**src/hw/rtl/four_queue_round_robin_merge_macros.svh**
```systemverilog
// Assertion macros shared by the merge block.
`ifndef FOUR_QUEUE_ROUND_ROBIN_MERGE_MACROS_SVH
`define FOUR_QUEUE_ROUND_ROBIN_MERGE_MACROS_SVH

`ifndef NO_ASSERTIONS
// ante holds in a cycle, cons must hold in the same cycle
`define ASSERT_IMPL(label, clk, rst_n, ante, cons) \
    label: assert property (@(posedge clk) disable iff (!rst_n) (ante) |-> (cons)) \
        else $error("assertion failed");
// ante holds in a cycle, cons must hold in the next cycle
`define ASSERT_NEXT(label, clk, rst_n, ante, cons) \
    label: assert property (@(posedge clk) disable iff (!rst_n) (ante) |=> (cons)) \
        else $error("assertion failed");
`else
`define ASSERT_IMPL(label, clk, rst_n, ante, cons)
`define ASSERT_NEXT(label, clk, rst_n, ante, cons)
`endif

`endif

```
**src/hw/rtl/fqrr_pkg.sv**
```systemverilog
`default_nettype none

package fqrr_pkg;

    localparam int NUM_QUEUES = 4;
    localparam int SLOTS      = 16;
    localparam int SLOT_W     = 4;
    localparam int QSEL_W     = 2;
    localparam int ADDR_W     = QSEL_W + SLOT_W;
    localparam int TAG_W      = 32;
    localparam int DIR_W      = 3;
    localparam int ACT_W      = 2;
    localparam int CNT_W      = 5;
    localparam int TOTAL_W    = 7;

    localparam int CMDQ_DEPTH = 2;
    localparam int CMDQ_PTR_W = 1;
    localparam int CMDQ_LVL_W = 2;

    localparam int OUT_DEPTH  = 4;
    localparam int OUT_PTR_W  = 2;
    localparam int OUT_LVL_W  = 3;

    localparam logic [ACT_W-1:0] ACT_SELECT = 2'd0;
    localparam logic [ACT_W-1:0] ACT_PUSH   = 2'd1;
    localparam logic [ACT_W-1:0] ACT_DRAIN  = 2'd2;

    localparam logic [DIR_W-1:0] DIR_MIN = 3'd1;
    localparam logic [DIR_W-1:0] DIR_MAX = 3'd4;

    typedef enum logic [1:0] {
        CMD_SELECT,
        CMD_PUSH,
        CMD_DRAIN
    } cmd_kind_t;

    typedef enum logic {
        EXEC_IDLE,
        EXEC_DRAIN
    } exec_state_t;

    typedef struct packed {
        logic [ACT_W-1:0] action;
        logic [DIR_W-1:0] direction;
        logic [TAG_W-1:0] item_tag;
    } in_item_t;

    typedef struct packed {
        logic [TAG_W-1:0] out_tag;
        logic [DIR_W-1:0] from_queue;
        logic             valid_res;
        logic             last;
        logic             overflow;
    } out_item_t;

    typedef struct packed {
        cmd_kind_t         kind;
        logic [QSEL_W-1:0] qsel;
        logic [TAG_W-1:0]  tag;
    } cmd_t;

    typedef struct packed {
        logic [DIR_W-1:0] from_queue;
        logic             valid_res;
        logic             last;
        logic             overflow;
    } res_meta_t;

    typedef struct packed {
        logic [OUT_LVL_W-1:0] level;
        logic                 popping;
    } fifo_stat_t;

    typedef struct packed {
        logic busy;
        logic last_step;
    } exec_stat_t;

    // Drain visits directions 1, 3, 2, 4.
    function automatic logic [QSEL_W-1:0] visit_queue(input logic [QSEL_W-1:0] pos);
        logic [QSEL_W-1:0] q;
        unique case (pos)
            2'd0:    q = 2'd0;
            2'd1:    q = 2'd2;
            2'd2:    q = 2'd1;
            default: q = 2'd3;
        endcase
        return q;
    endfunction

endpackage

`default_nettype wire

```
**src/hw/rtl/fqrr_in_if.sv**
```systemverilog
`default_nettype none

interface fqrr_in_if
    import fqrr_pkg::*;
();
    logic     valid;
    logic     ready;
    in_item_t data;

    modport source (output valid, output data, input ready);
    modport sink   (input valid, input data, output ready);
endinterface

`default_nettype wire

```
**src/hw/rtl/fqrr_out_if.sv**
```systemverilog
`default_nettype none

interface fqrr_out_if
    import fqrr_pkg::*;
();
    logic      valid;
    logic      ready;
    out_item_t data;

    modport source (output valid, output data, input ready);
    modport sink   (input valid, input data, output ready);
endinterface

`default_nettype wire

```
**src/hw/rtl/fqrr_front.sv**
```systemverilog
`default_nettype none

module fqrr_front
    import fqrr_pkg::*;
(
    input  logic       clk,
    input  logic       rst_n,
    fqrr_in_if.sink    items,
    output logic       cmd_valid,
    output cmd_t       cmd,
    input  logic       cmd_ready
);

    cmd_t                  q_mem [CMDQ_DEPTH];
    logic [CMDQ_PTR_W-1:0] wr_ptr_reg;
    logic [CMDQ_PTR_W-1:0] rd_ptr_reg;
    logic [CMDQ_LVL_W-1:0] level_reg;

    cmd_t cmd_in;
    logic keep;
    logic push;
    logic pop;

    // Classify: drop unused codes and selects outside the direction range.
    always_comb
    begin
        keep        = 1'b0;
        cmd_in.kind = CMD_SELECT;
        cmd_in.qsel = QSEL_W'(items.data.direction - DIR_MIN);
        cmd_in.tag  = items.data.item_tag;
        unique case (items.data.action)
            ACT_SELECT:
            begin
                keep = (items.data.direction >= DIR_MIN) && (items.data.direction <= DIR_MAX);
            end
            ACT_PUSH:
            begin
                cmd_in.kind = CMD_PUSH;
                keep        = 1'b1;
            end
            ACT_DRAIN:
            begin
                cmd_in.kind = CMD_DRAIN;
                keep        = 1'b1;
            end
            default:
            begin
                keep = 1'b0;
            end
        endcase
    end

    assign items.ready = (level_reg != CMDQ_LVL_W'(CMDQ_DEPTH));
    assign push        = items.valid && items.ready && keep;
    assign cmd_valid   = (level_reg != '0);
    assign cmd         = q_mem[rd_ptr_reg];
    assign pop         = cmd_valid && cmd_ready;

    always_ff @(posedge clk or negedge rst_n)
    begin
        if (!rst_n)
        begin
            wr_ptr_reg <= '0;
            rd_ptr_reg <= '0;
            level_reg  <= '0;
        end
        else
        begin
            if (push)
            begin
                wr_ptr_reg <= wr_ptr_reg + CMDQ_PTR_W'(1);
            end
            if (pop)
            begin
                rd_ptr_reg <= rd_ptr_reg + CMDQ_PTR_W'(1);
            end
            level_reg <= level_reg + CMDQ_LVL_W'(push) - CMDQ_LVL_W'(pop);
        end
    end

    always_ff @(posedge clk)
    begin
        if (push)
        begin
            q_mem[wr_ptr_reg] <= cmd_in;
        end
    end

endmodule

`default_nettype wire

```
**src/hw/rtl/fqrr_exec.sv**
```systemverilog
`default_nettype none

module fqrr_exec
    import fqrr_pkg::*;
#(
    parameter int QUEUE_DEPTH = 16
)(
    input  logic       clk,
    input  logic       rst_n,
    input  logic       cmd_valid,
    input  cmd_t       cmd,
    output logic       cmd_ready,
    input  fifo_stat_t fifo_stat,
    output logic       res_valid,
    output out_item_t  res,
    output exec_stat_t exec_stat
);

    localparam logic [CNT_W-1:0] DEPTH_CNT = CNT_W'(QUEUE_DEPTH);
    localparam logic [CNT_W:0]   DEPTH_SUM = (CNT_W + 1)'(QUEUE_DEPTH);

    exec_state_t         state_reg;
    exec_state_t         state_next;
    logic                dir_vld_reg;
    logic [QSEL_W-1:0]   dir_q_reg;
    logic                ovf_reg;
    logic [SLOT_W-1:0]   head_reg  [NUM_QUEUES];
    logic [CNT_W-1:0]    count_reg [NUM_QUEUES];
    logic [QSEL_W-1:0]   pos_reg;
    logic [TOTAL_W-1:0]  remain_reg;
    logic                pipe_vld_reg;
    res_meta_t           meta_reg;
    logic [TAG_W-1:0]    rd_data_reg;
    logic [TAG_W-1:0]    mem [NUM_QUEUES * SLOTS];

    logic [NUM_QUEUES-1:0] nonempty;
    logic [TOTAL_W-1:0]    total;
    logic [OUT_LVL_W:0]    lvl_ahead;
    logic                  can_issue;
    logic [QSEL_W-1:0]     pick_pos;
    logic [QSEL_W-1:0]     pick_q;
    logic [QSEL_W-1:0]     sel_q;
    logic [SLOT_W-1:0]     sel_head;
    logic [CNT_W-1:0]      sel_count;
    logic [CNT_W:0]        slot_sum;
    logic [CNT_W:0]        slot_wrap;
    logic [CNT_W-1:0]      head_inc;
    logic [SLOT_W-1:0]     head_next;
    logic                  push_full;
    logic                  push_write;
    logic                  last_step;

    logic do_select;
    logic do_push;
    logic start_drain;
    logic issue_empty;
    logic drain_step;

    always_comb
    begin
        total = '0;
        for (int q = 0; q < NUM_QUEUES; q++)
        begin
            nonempty[q] = (count_reg[q] != '0);
            total       = total + TOTAL_W'(count_reg[q]);
        end
    end

    // Results already queued or in the read stage must leave room for one more.
    assign lvl_ahead = (OUT_LVL_W + 1)'(fifo_stat.level) + (OUT_LVL_W + 1)'(pipe_vld_reg)
                       - (OUT_LVL_W + 1)'(fifo_stat.popping);
    assign can_issue = (lvl_ahead < (OUT_LVL_W + 1)'(OUT_DEPTH));

    // First non-empty queue from the current visit position, wrapping into the next round.
    always_comb
    begin
        logic [QSEL_W-1:0] p;
        logic              found;
        found    = 1'b0;
        pick_pos = pos_reg;
        p        = pos_reg;
        for (int i = 0; i < NUM_QUEUES; i++)
        begin
            p = pos_reg + QSEL_W'(i);
            if (!found && nonempty[visit_queue(p)])
            begin
                found    = 1'b1;
                pick_pos = p;
            end
        end
    end

    assign pick_q    = visit_queue(pick_pos);
    assign sel_q     = (state_reg == EXEC_DRAIN) ? pick_q : dir_q_reg;
    assign sel_head  = head_reg[sel_q];
    assign sel_count = count_reg[sel_q];

    assign slot_sum  = (CNT_W + 1)'(sel_head) + (CNT_W + 1)'(sel_count);
    assign slot_wrap = (slot_sum >= DEPTH_SUM) ? (slot_sum - DEPTH_SUM) : slot_sum;
    assign head_inc  = CNT_W'(sel_head) + CNT_W'(1);
    assign head_next = (head_inc == DEPTH_CNT) ? '0 : head_inc[SLOT_W-1:0];
    assign push_full = (sel_count >= DEPTH_CNT);

    // Command decisions
    always_comb
    begin
        cmd_ready   = 1'b0;
        do_select   = 1'b0;
        do_push     = 1'b0;
        start_drain = 1'b0;
        issue_empty = 1'b0;
        drain_step  = 1'b0;
        unique case (state_reg)
            EXEC_IDLE:
            begin
                if (cmd_valid)
                begin
                    unique case (cmd.kind)
                        CMD_SELECT:
                        begin
                            cmd_ready = 1'b1;
                            do_select = 1'b1;
                        end
                        CMD_PUSH:
                        begin
                            cmd_ready = 1'b1;
                            do_push   = 1'b1;
                        end
                        CMD_DRAIN:
                        begin
                            if (total != '0)
                            begin
                                cmd_ready   = 1'b1;
                                start_drain = 1'b1;
                            end
                            else if (can_issue)
                            begin
                                cmd_ready   = 1'b1;
                                issue_empty = 1'b1;
                            end
                        end
                        default:
                        begin
                            cmd_ready = 1'b1;
                        end
                    endcase
                end
            end
            EXEC_DRAIN:
            begin
                drain_step = can_issue;
            end
            default:
            begin
                cmd_ready = 1'b0;
            end
        endcase
    end

    assign last_step  = drain_step && (remain_reg == TOTAL_W'(1));
    assign push_write = do_push && dir_vld_reg && !push_full;

    always_comb
    begin
        state_next = state_reg;
        unique case (state_reg)
            EXEC_IDLE:
            begin
                if (start_drain)
                begin
                    state_next = EXEC_DRAIN;
                end
            end
            EXEC_DRAIN:
            begin
                if (last_step)
                begin
                    state_next = EXEC_IDLE;
                end
            end
            default:
            begin
                state_next = EXEC_IDLE;
            end
        endcase
    end

    always_ff @(posedge clk or negedge rst_n)
    begin
        if (!rst_n)
        begin
            state_reg    <= EXEC_IDLE;
            dir_vld_reg  <= 1'b0;
            dir_q_reg    <= '0;
            ovf_reg      <= 1'b0;
            pos_reg      <= '0;
            remain_reg   <= '0;
            pipe_vld_reg <= 1'b0;
            for (int q = 0; q < NUM_QUEUES; q++)
            begin
                head_reg[q]  <= '0;
                count_reg[q] <= '0;
            end
        end
        else
        begin
            state_reg    <= state_next;
            pipe_vld_reg <= drain_step || issue_empty;
            if (do_select)
            begin
                dir_vld_reg <= 1'b1;
                dir_q_reg   <= cmd.qsel;
            end
            if (do_push && dir_vld_reg)
            begin
                if (push_full)
                begin
                    ovf_reg <= 1'b1;
                end
                else
                begin
                    count_reg[sel_q] <= sel_count + CNT_W'(1);
                end
            end
            if (start_drain)
            begin
                remain_reg <= total;
                pos_reg    <= '0;
            end
            if (drain_step)
            begin
                remain_reg       <= remain_reg - TOTAL_W'(1);
                pos_reg          <= pick_pos + QSEL_W'(1);
                count_reg[sel_q] <= sel_count - CNT_W'(1);
                if (last_step)
                begin
                    // all queues are now empty: rewind every head
                    for (int q = 0; q < NUM_QUEUES; q++)
                    begin
                        head_reg[q] <= '0;
                    end
                end
                else
                begin
                    head_reg[sel_q] <= head_next;
                end
            end
        end
    end

    always_ff @(posedge clk)
    begin
        if (push_write)
        begin
            mem[{sel_q, slot_wrap[SLOT_W-1:0]}] <= cmd.tag;
        end
        if (drain_step)
        begin
            rd_data_reg <= mem[{sel_q, sel_head}];
        end
        if (drain_step || issue_empty)
        begin
            meta_reg.from_queue <= drain_step ? (DIR_W'(pick_q) + DIR_MIN) : '0;
            meta_reg.valid_res  <= drain_step;
            meta_reg.last       <= issue_empty || last_step;
            meta_reg.overflow   <= ovf_reg;
        end
    end

    assign res_valid      = pipe_vld_reg;
    assign res.out_tag    = meta_reg.valid_res ? rd_data_reg : '0;
    assign res.from_queue = meta_reg.from_queue;
    assign res.valid_res  = meta_reg.valid_res;
    assign res.last       = meta_reg.last;
    assign res.overflow   = meta_reg.overflow;

    assign exec_stat.busy      = (state_reg == EXEC_DRAIN);
    assign exec_stat.last_step = last_step;

endmodule

`default_nettype wire

```
**src/hw/rtl/fqrr_out_fifo.sv**
```systemverilog
`default_nettype none

module fqrr_out_fifo
    import fqrr_pkg::*;
(
    input  logic        clk,
    input  logic        rst_n,
    input  logic        wr_valid,
    input  out_item_t   wr_item,
    fqrr_out_if.source  results,
    output fifo_stat_t  fifo_stat
);

    out_item_t            buf_mem [OUT_DEPTH];
    logic [OUT_PTR_W-1:0] wr_ptr_reg;
    logic [OUT_PTR_W-1:0] rd_ptr_reg;
    logic [OUT_LVL_W-1:0] level_reg;
    logic                 pop;

    assign results.valid     = (level_reg != '0);
    assign results.data      = buf_mem[rd_ptr_reg];
    assign pop               = results.valid && results.ready;
    assign fifo_stat.level   = level_reg;
    assign fifo_stat.popping = pop;

    always_ff @(posedge clk or negedge rst_n)
    begin
        if (!rst_n)
        begin
            wr_ptr_reg <= '0;
            rd_ptr_reg <= '0;
            level_reg  <= '0;
        end
        else
        begin
            if (wr_valid)
            begin
                wr_ptr_reg <= wr_ptr_reg + OUT_PTR_W'(1);
            end
            if (pop)
            begin
                rd_ptr_reg <= rd_ptr_reg + OUT_PTR_W'(1);
            end
            level_reg <= level_reg + OUT_LVL_W'(wr_valid) - OUT_LVL_W'(pop);
        end
    end

    always_ff @(posedge clk)
    begin
        if (wr_valid)
        begin
            buf_mem[wr_ptr_reg] <= wr_item;
        end
    end

endmodule

`default_nettype wire

```
**src/hw/rtl/four_queue_round_robin_merge.sv**
```systemverilog
// A new item is accepted every cycle while the front queue has room.
// Drain: results follow one per cycle while the output FIFO has room, set by the
// single tag store read port; the front queue takes at most two more items meanwhile.
// An empty drain gives its single result through the read stage and the output FIFO.
// Reset clears queue heads, counts, the direction and the overflow flag at once;
// the tag store is not cleared and needs no clearing pass.
`default_nettype none
`include "four_queue_round_robin_merge_macros.svh"

module four_queue_round_robin_merge
    import fqrr_pkg::*;
#(
    parameter int QUEUE_DEPTH = 16
)(
    input  logic       clk,
    input  logic       rst_n,
    fqrr_in_if.sink    items,
    fqrr_out_if.source results
);

    logic       cmd_valid;
    cmd_t       cmd;
    logic       cmd_ready;
    fifo_stat_t fifo_stat;
    exec_stat_t exec_stat;
    logic       res_valid;
    out_item_t  res;

    fqrr_front u_front (
        .clk       (clk),
        .rst_n     (rst_n),
        .items     (items),
        .cmd_valid (cmd_valid),
        .cmd       (cmd),
        .cmd_ready (cmd_ready)
    );

    fqrr_exec #(
        .QUEUE_DEPTH (QUEUE_DEPTH)
    ) u_exec (
        .clk       (clk),
        .rst_n     (rst_n),
        .cmd_valid (cmd_valid),
        .cmd       (cmd),
        .cmd_ready (cmd_ready),
        .fifo_stat (fifo_stat),
        .res_valid (res_valid),
        .res       (res),
        .exec_stat (exec_stat)
    );

    fqrr_out_fifo u_out_fifo (
        .clk       (clk),
        .rst_n     (rst_n),
        .wr_valid  (res_valid),
        .wr_item   (res),
        .results   (results),
        .fifo_stat (fifo_stat)
    );

    `ASSERT_IMPL(a_fifo_no_overrun, clk, rst_n, res_valid,
                 (fifo_stat.level != OUT_LVL_W'(OUT_DEPTH)) || fifo_stat.popping)
    `ASSERT_IMPL(a_empty_drain_form, clk, rst_n, results.valid && !results.data.valid_res,
                 results.data.last && (results.data.from_queue == '0))
    `ASSERT_NEXT(a_drain_returns_idle, clk, rst_n, exec_stat.last_step, !exec_stat.busy)
    `ASSERT_IMPL(a_no_cmd_while_drain, clk, rst_n, cmd_valid && cmd_ready, !exec_stat.busy)

endmodule

`default_nettype wire

```
**src/flat_wrapper.sv**
```systemverilog
// flat-port wrapper written by rule: the top's interface ports become plain ports
module four_queue_round_robin_merge_flat import fqrr_pkg::*;
#(
    parameter int QUEUE_DEPTH = 16
)
  (clk, rst_n, items_valid, items_data, items_ready, results_valid, results_data, results_ready);
  fqrr_in_if items_i ();
  fqrr_out_if results_i ();
  input  logic clk;
  input  logic rst_n;
  input wire logic [$bits(items_i.valid)-1:0] items_valid;
  input wire logic [$bits(items_i.data)-1:0] items_data;
  output wire logic [$bits(items_i.ready)-1:0] items_ready;
  output wire logic [$bits(results_i.valid)-1:0] results_valid;
  output wire logic [$bits(results_i.data)-1:0] results_data;
  input wire logic [$bits(results_i.ready)-1:0] results_ready;
  assign items_i.valid = items_valid;
  assign items_i.data = items_data;
  assign items_ready = items_i.ready;
  assign results_valid = results_i.valid;
  assign results_data = results_i.data;
  assign results_i.ready = results_ready;
  four_queue_round_robin_merge #(.QUEUE_DEPTH(QUEUE_DEPTH)) u_core (.clk(clk), .rst_n(rst_n), .items(items_i), .results(results_i));
endmodule
```
**config.mk**
```make
export PLATFORM = sky130hd
export DESIGN_NAME = four_queue_round_robin_merge_flat
export DESIGN_NICKNAME = d
export VERILOG_FILES = /design/src/hw/rtl/fqrr_pkg.sv /design/src/hw/rtl/fqrr_in_if.sv /design/src/hw/rtl/fqrr_out_if.sv /design/src/hw/rtl/fqrr_front.sv /design/src/hw/rtl/fqrr_exec.sv /design/src/hw/rtl/fqrr_out_fifo.sv /design/src/hw/rtl/four_queue_round_robin_merge.sv /design/src/flat_wrapper.sv
export VERILOG_INCLUDE_DIRS = /design/src /design/src/hw/rtl
export SDC_FILE = /design/constraint.sdc
export NUM_CORES = 2
export LEC_CHECK = 0
export ABC_AREA = 1
export BUFFER_PORTS_ARGS = -buffer_cell sky130_fd_sc_hd__buf_2
export CAP_MARGIN = 20
export CORE_MARGIN = 2
export CORE_UTILIZATION = 34
export DETAILED_ROUTE_END_ITERATION = 10
export GPL_TIMING_DRIVEN = 0
export MAX_ROUTING_LAYER = met4
export SYNTH_ARGS = -nofsm -noshare
export SYNTH_HDL_FRONTEND = slang
export SYNTH_SLANG_ARGS = --single-unit
```
**constraint.sdc**
```tcl
create_clock -name clk -period 8 [get_ports clk]
set_clock_uncertainty 0.1 [all_clocks]
set_input_delay 0.4 -clock clk [delete_from_list [all_inputs] [get_ports clk]]
set_output_delay 0.4 -clock clk [all_outputs]
set_load 0.02 [all_outputs]
```
### Word-level counts from Yosys, hierarchy flattened

Memory sizes are Yosys's and may differ from the RTL's. A register that Yosys moved wholly into a read port is not among the register bits.
Cells that the tools add are included.

* logic and storage cells: 193
* bits in latches: 0
* input port bits: 41
* memory bits (read-only): 0
* bits in registers: 68
* memory bits (writable): 2272
* memories: 3
* output and inout port bits: 40

Memory list
* u_core.u_exec.mem: depth 64, width 32, read ports 1, clocked after memory_dff 1, write ports 1, line fqrr_exec.sv:34 `logic [TAG_W-1:0] mem [NUM_QUEUES * SLOTS];`
* u_core.u_out_fifo.buf_mem: depth 4, width 38, read ports 1, clocked after memory_dff 0, write ports 1, line fqrr_out_fifo.sv:14 `out_item_t buf_mem [OUT_DEPTH];`
* u_core.u_front.q_mem: depth 2, width 36, read ports 1, clocked after memory_dff 0, write ports 1, line fqrr_front.sv:14 `cmd_t q_mem [CMDQ_DEPTH];`

* $lt $le $gt $ge: 11
* reduce and logical (&&, ||, !) cells: 35
* shifts and indexed selects: 0
* multiply operators: 0
* divide/modulo/power cells: 0
* $add $sub $neg: 25
* equality and inequality tests: 17
* bitwise gates (word level): 2
* muxes and demuxes: 75

Operator list (number)
* 2-to-1 mux 20 bit: 3
* bitwise mux 20 bit: 2
* 2-to-1 mux 1 bit: 35
* 2-to-1 mux 32 bit: 1
* one-hot mux 2 bit (3 select lines): 5
* 2-to-1 mux 4 bit: 5
* nonzero test 5 bit: 4
* bitwise mux 16 bit: 1
* 2-to-1 mux 16 bit: 1
* 2-to-1 mux 5 bit: 3
* equality test 2 x 1 -> 1 bit (second input constant): 7
* equality test 2 bit (second input constant): 7
* zero test 2 bit: 7
* 2-to-1 mux 7 bit: 2
* logical AND 1 bit: 12
* < comparator 2 x 3 -> 1 bit (second input constant): 4
* 2-to-1 mux 2 bit: 6
* binary-select mux 5 bit (select 2 bit): 1
* demux 5 bit (select 2 bit): 1
* adder 2 x 1 -> 2 bit (second input constant): 4
* binary-select mux 1 bit (select 2 bit): 4
* binary-select mux 4 bit (select 2 bit): 1
* demux 4 bit (select 2 bit): 1
* adder 6 x 5 -> 7 bit: 1
* other kinds (39): 47

### Depth between registers and ports, before layout

* depth after elaboration: 27
* gate-level depth with buffers: 34
* depth with buffers taken out: 31

### Hierarchy

Synthesis repeated with hierarchy kept, for this count alone.

* cells, all modules: 9440
* area total of the unflattened synthesis: 105142.1 sq um

By module, submodules not included
* fqrr_exec: cells an instance 8671, seq. area each 63916.3 sq um, area each 95703.0 sq um, times used 1
* fqrr_out_fifo: cells an instance 536, seq. area each 4739.5 sq um, area each 6416.2 sq um, times used 1
* fqrr_front: cells an instance 233, seq. area each 2262.2 sq um, area each 3022.9 sq um, times used 1

### Worst setup path before layout

OpenSTA, ideal clock, no wires.

* path kind: reg-to-reg
* start: register u_core.u_exec.pos_reg[0]
* end: memory u_core.u_exec.mem[22][0], enable pin
* setup slack: 1.767 ns
* arrival time: 5.712 ns
* clock period less this slack: 6.233 ns
* library setup time: 0.421 ns
* data required time: 7.479 ns
* stages on the path, launching flop included: 26
* path buffers: 3
* path through: dfrtp_1 > inv_1 > ha_1 > inv_1 > o211ai_1 > nand2_1 > nor2_1 > nand2_1 > nand2_1 > inv_1 > a21oi_1 > ha_1 > nor2_1 > a21oi_4 > nand2_2 > nand2_1 > buf_4 > buf_2 > buf_2 > ha_1 > inv_1 > fa_1 > xor2_1 > nor2_1 > nand2_1 > nor2_1

* cells in the longest elaborated chain, start to end: 26
* elaborated cells between the ends (all ways): 60
* classes of those cells: 5 x add/sub; 2 x order compare; 10 x eq/ne; 29 x mux; 1 x bitwise; 13 x reduce/logical

Ends and longest elaborated chain
* start, declared: line fqrr_exec.sv:29 `logic [QSEL_W-1:0] pos_reg;`
* start signal, assigned: line fqrr_exec.sv:233 `pos_reg <= pick_pos + QSEL_W'(1);`
* branches (longest 13 deep; another with adder 2 x 1 -> 2 bit)
* 2-to-1 mux 2 bit *: line fqrr_exec.sv:85 `if (!found && nonempty[visit_queue(p)])`
* equality test 2 bit, or another cell as far along: line fqrr_pkg.sv:82 `unique case (pos)`
* one-hot mux 2 bit (3 select lines) *: line fqrr_pkg.sv:82
* 2-to-1 mux 2 bit *: line fqrr_exec.sv:94 `assign sel_q = (state_reg == EXEC_DRAIN) ? pick_q : dir_q_reg;`
* branches (longest 9 deep; another with adder 4 x 5 -> 6 bit)
* end, declared: line fqrr_exec.sv:34

Every way passes the cells marked *. The select of a mux whose other input is x is not followed.

### Worst setup path in the final report

* start: register u_core.u_exec.pos_reg[1]
* end: memory u_core.u_exec.mem[54][1], enable pin

Same word-level chain as after synthesis.

==> impl_metrics.py <==
metrics = {
    "synthesis": {
        "synth_ff_type": "edfxtp_1",
        "synth_edf_count": 2310,
        "ys_ff_latch": 2372,
        "yosysWarnings": 0,
        "synthDistinctLibCells": 46,
        "synth_largest_area_cell": "edfxtp_1",
        "synth_top_area_share_pct": 67.2,
        "synth.area.top_cells": "edfxtp_1 (67%), nand3_1 (9.0%), nand2_1 (8.5%)",
        "synthesis.nets": 9341,
        "synth-seq-area-share_pct": 68.7,
        "async_reset_ff_share_pct": 2.61,
        "synth_cells": 9247,
        "syn-cell-area_sq_mm": 0.103,
        "syn_avg_cell_area_sq_um": 11.2,
    },
    "sta": {
        "drv_slew": 0,
        "rsz0062_at_grt": "yes",
        "setup_viol": 0,
        "slew_headroom_pct": 22.1,
        "holdWs_ns": 0.0956,
        "tightest_slew_ns": 1.17,
        "hold_viol_final": 0,
        "max_freq_mhz": 129,
        "period_share_pct": 96.8,
        "min_period_ns": 7.74,
    },
    "cells_and_area": {
        "nFillCells": 28300,
        "largest_reg_flops": 2048,
        "area_growth_syn_to_layout_pct": 17.3,
        "drive_above_1_share_pct": 10.1,
        "final_cells": 14000,
        "layout.nets": 9887,
        "final_core_util_pct": 40.0,
        "fin_area_sq_mm": 0.121,
    },
    "global_routing": {
        "antenna_found_initial": 41,
        "grt.overflow.total": 0,
        "grt_max_degree": 65,
        "grt_pass1_vias": 68000,
        "grt_pass1_wl_um": 470000,
        "grt_usage_pct": 21.5,
    },
    "critical_path": {
        "crit_family": "simple AND/OR/NAND/NOR gates",
        "r2r_setup_slack_ns": 0.26,
        "critPathMaxFanout": 16,
        "path_class": "flip-flop to flip-flop",
        "r2r_end": "u_core.u_exec.mem[54][1]",
        "timing.critical_path.slowest_stage_cell": "nor2_2",
        "arrival_ns": 8.19,
        "cp_num_buf_inv": 7,
        "crit_path_end": "u_core.u_exec.mem[54][1]",
        "critPathLaunch": "u_core.u_exec.pos_reg[1]",
        "critPathLaunchType": "flip-flop",
        "cp.depth": 27,
        "crit_top_cell": "nand2_1",
        "reg2reg_from": "u_core.u_exec.pos_reg[1]",
        "cp-end-kind": "flip-flop",
        "worstPathRequired_ns": 8.45,
        "reg2regPathDepth": 27,
        "cpPeakStageDelay_ns": 0.92,
    },
    "clocking": {
        "clk-insertion-delay-late_ns": 0.96,
        "htree_levels": 5,
        "cts-root-buf": "clkbuf_16",
        "cts_buffers": 275,
        "cts_tree": "yes",
        "path_clk_slew_ns": 0.06,
        "clkSinkCount": 2372,
        "clock_path_buffers": 4,
    },
    "run": {
        "max_cap_violations": 0,
    },
    "drt": {
        "first_pass_iters": 8,
        "vias_per_cell": 5.18,
        "ant_nets": 0,
        "route.detailed.drc": 0,
        "drt-initial-drc-count": 9592,
        "wirelength_um": 334000,
        "wl_per_cell_um": 23.9,
        "dr_total_vias": 72300,
    },
    "placement": {
        "post-place-cells": 13400,
        "io_buffers": 80,
        "gp_congestion": 0.968,
        "placed_area_sq_mm": 0.111,
        "dpl.hpwl_um": 235000,
    },
    "die": {
        "pin_count": 81,
        "start_util_pct": 34.1,
        "die_h_um": 555,
        "row_count": 202,
        "core_area_sq_mm": 0.303,
        "die_w_um": 555,
        "dieArea_sq_mm": 0.308,
    },
    "worst_hold_path": {
        "hold_class": "input pin to flip-flop",
        "hold_start": "items_data[29]",
    },
    "outcome": {
        "status": "finished, final reports clean",
    },
}
[routing by layer]
metal  up-vias  GRT usage [%]  wire length, um
met4         0           8.72            15700
met2      3498           32.7           151000
met3       644           3.99            31200
met5         -              -                0
li1      33000              -                -
met1     35200           28.4           137000
[synth_stat cells, types with 12 or more instances]
master and instances:
o22ai_1 58, nand3b_1 640, nor2_1 210, xor2_1 16, edfxtp_1 2310, clkbuf_1 238
a21oi_1 25, dfrtp_1 62, buf_2 255, ha_1 41, o21ai_0 109, fa_1 12
buf_1 85, nand2_1 2332, nand3_1 1855, inv_1 897
[cell families after synthesis]
| logic type | Yosys count | share of synthesized area (%) |
|---|---|---|
| and+or+nand+nor | 5087 | 23.4 |
| AOI/OAI and AO/OA | 219 | 1.20 |
| DFF | 2372 | 68.7 |
| xor gates and xnor gates | 23 | 0.213 |
| adders and majority gates | 53 | 0.730 |
| buffers and inverters | 1493 | 5.78 |
[worst min-delay path by stage]
stage / end / slack (ns) / cells past startpoint
final: u_core.u_front.q_mem[1][29] / 0.1 / 2
after global routing: u_core.u_front.q_mem[1][0] / 0.08 / 2
after CTS: u_core.u_front.q_mem[1][0] / 0.04 / 2
after detailed placement: u_core.u_exec.res[0] / 0.36 / 0
after global placement: u_core.u_exec.dir_vld_reg / 0.35 / 2
after floorplan: u_core.u_exec.count_reg[0] / 0.004 / 0
[cell usage in the layout, fill, tap and decap left out, drive strengths merged, types with 11 or more instances in the layout]
| cell | count |
|---|---|
| clkbuf | 573 |
| a21oi | 26 |
| nand3b | 641 |
| bufinv | 18 |
| xor2 | 16 |
| nor3 | 11 |
| nand2 | 2344 |
| buf | 558 |
| fa | 12 |
| inv | 911 |
| edfxtp | 2310 |
| dlygate4sd3 | 42 |
| clkinv | 92 |
| dfrtp | 62 |
| nand3 | 1869 |
| ha | 41 |
| nor2 | 234 |
| o21ai | 114 |
| o22ai | 58 |
| diode | 21 |
[final cells by class]
type	count	area, sq um	area share, %
sequential	2372	70900	58.6
multi-input combinational	5401	27300	22.6
clock buffer	335	7310	6.04
tap	3978	4980	4.11
timing repair buffer	251	3450	2.85
inverter	905	3400	2.81
buffer	587	2570	2.13
clock inverter	119	1050	0.867
antenna	21	52.6	0.0434
[metrics by stage]
step	TNS, ns	setup slack (ns)
after floorplan	0	1.77
after global placement	-2226.55	-1.53
after detailed placement	-3.87	-0.0634
after CTS	-20.31	-0.144
after global routing	-6.05	-0.201
final	0	0.257
[timing repair]
item / in CTS / in global routing
cloned: 4 / 15
pin swaps: 7 / 30
setup endpoints to repair: 329 / 1467
buffers inserted: 0 / 36
hold endpoints to repair: 138 / 0
resized for setup: 3 / 21
hold buffers: 42 / 0
Power is not shown: default switching activity piles up to over one toggle a cycle in this logic, so the estimate is an artifact.
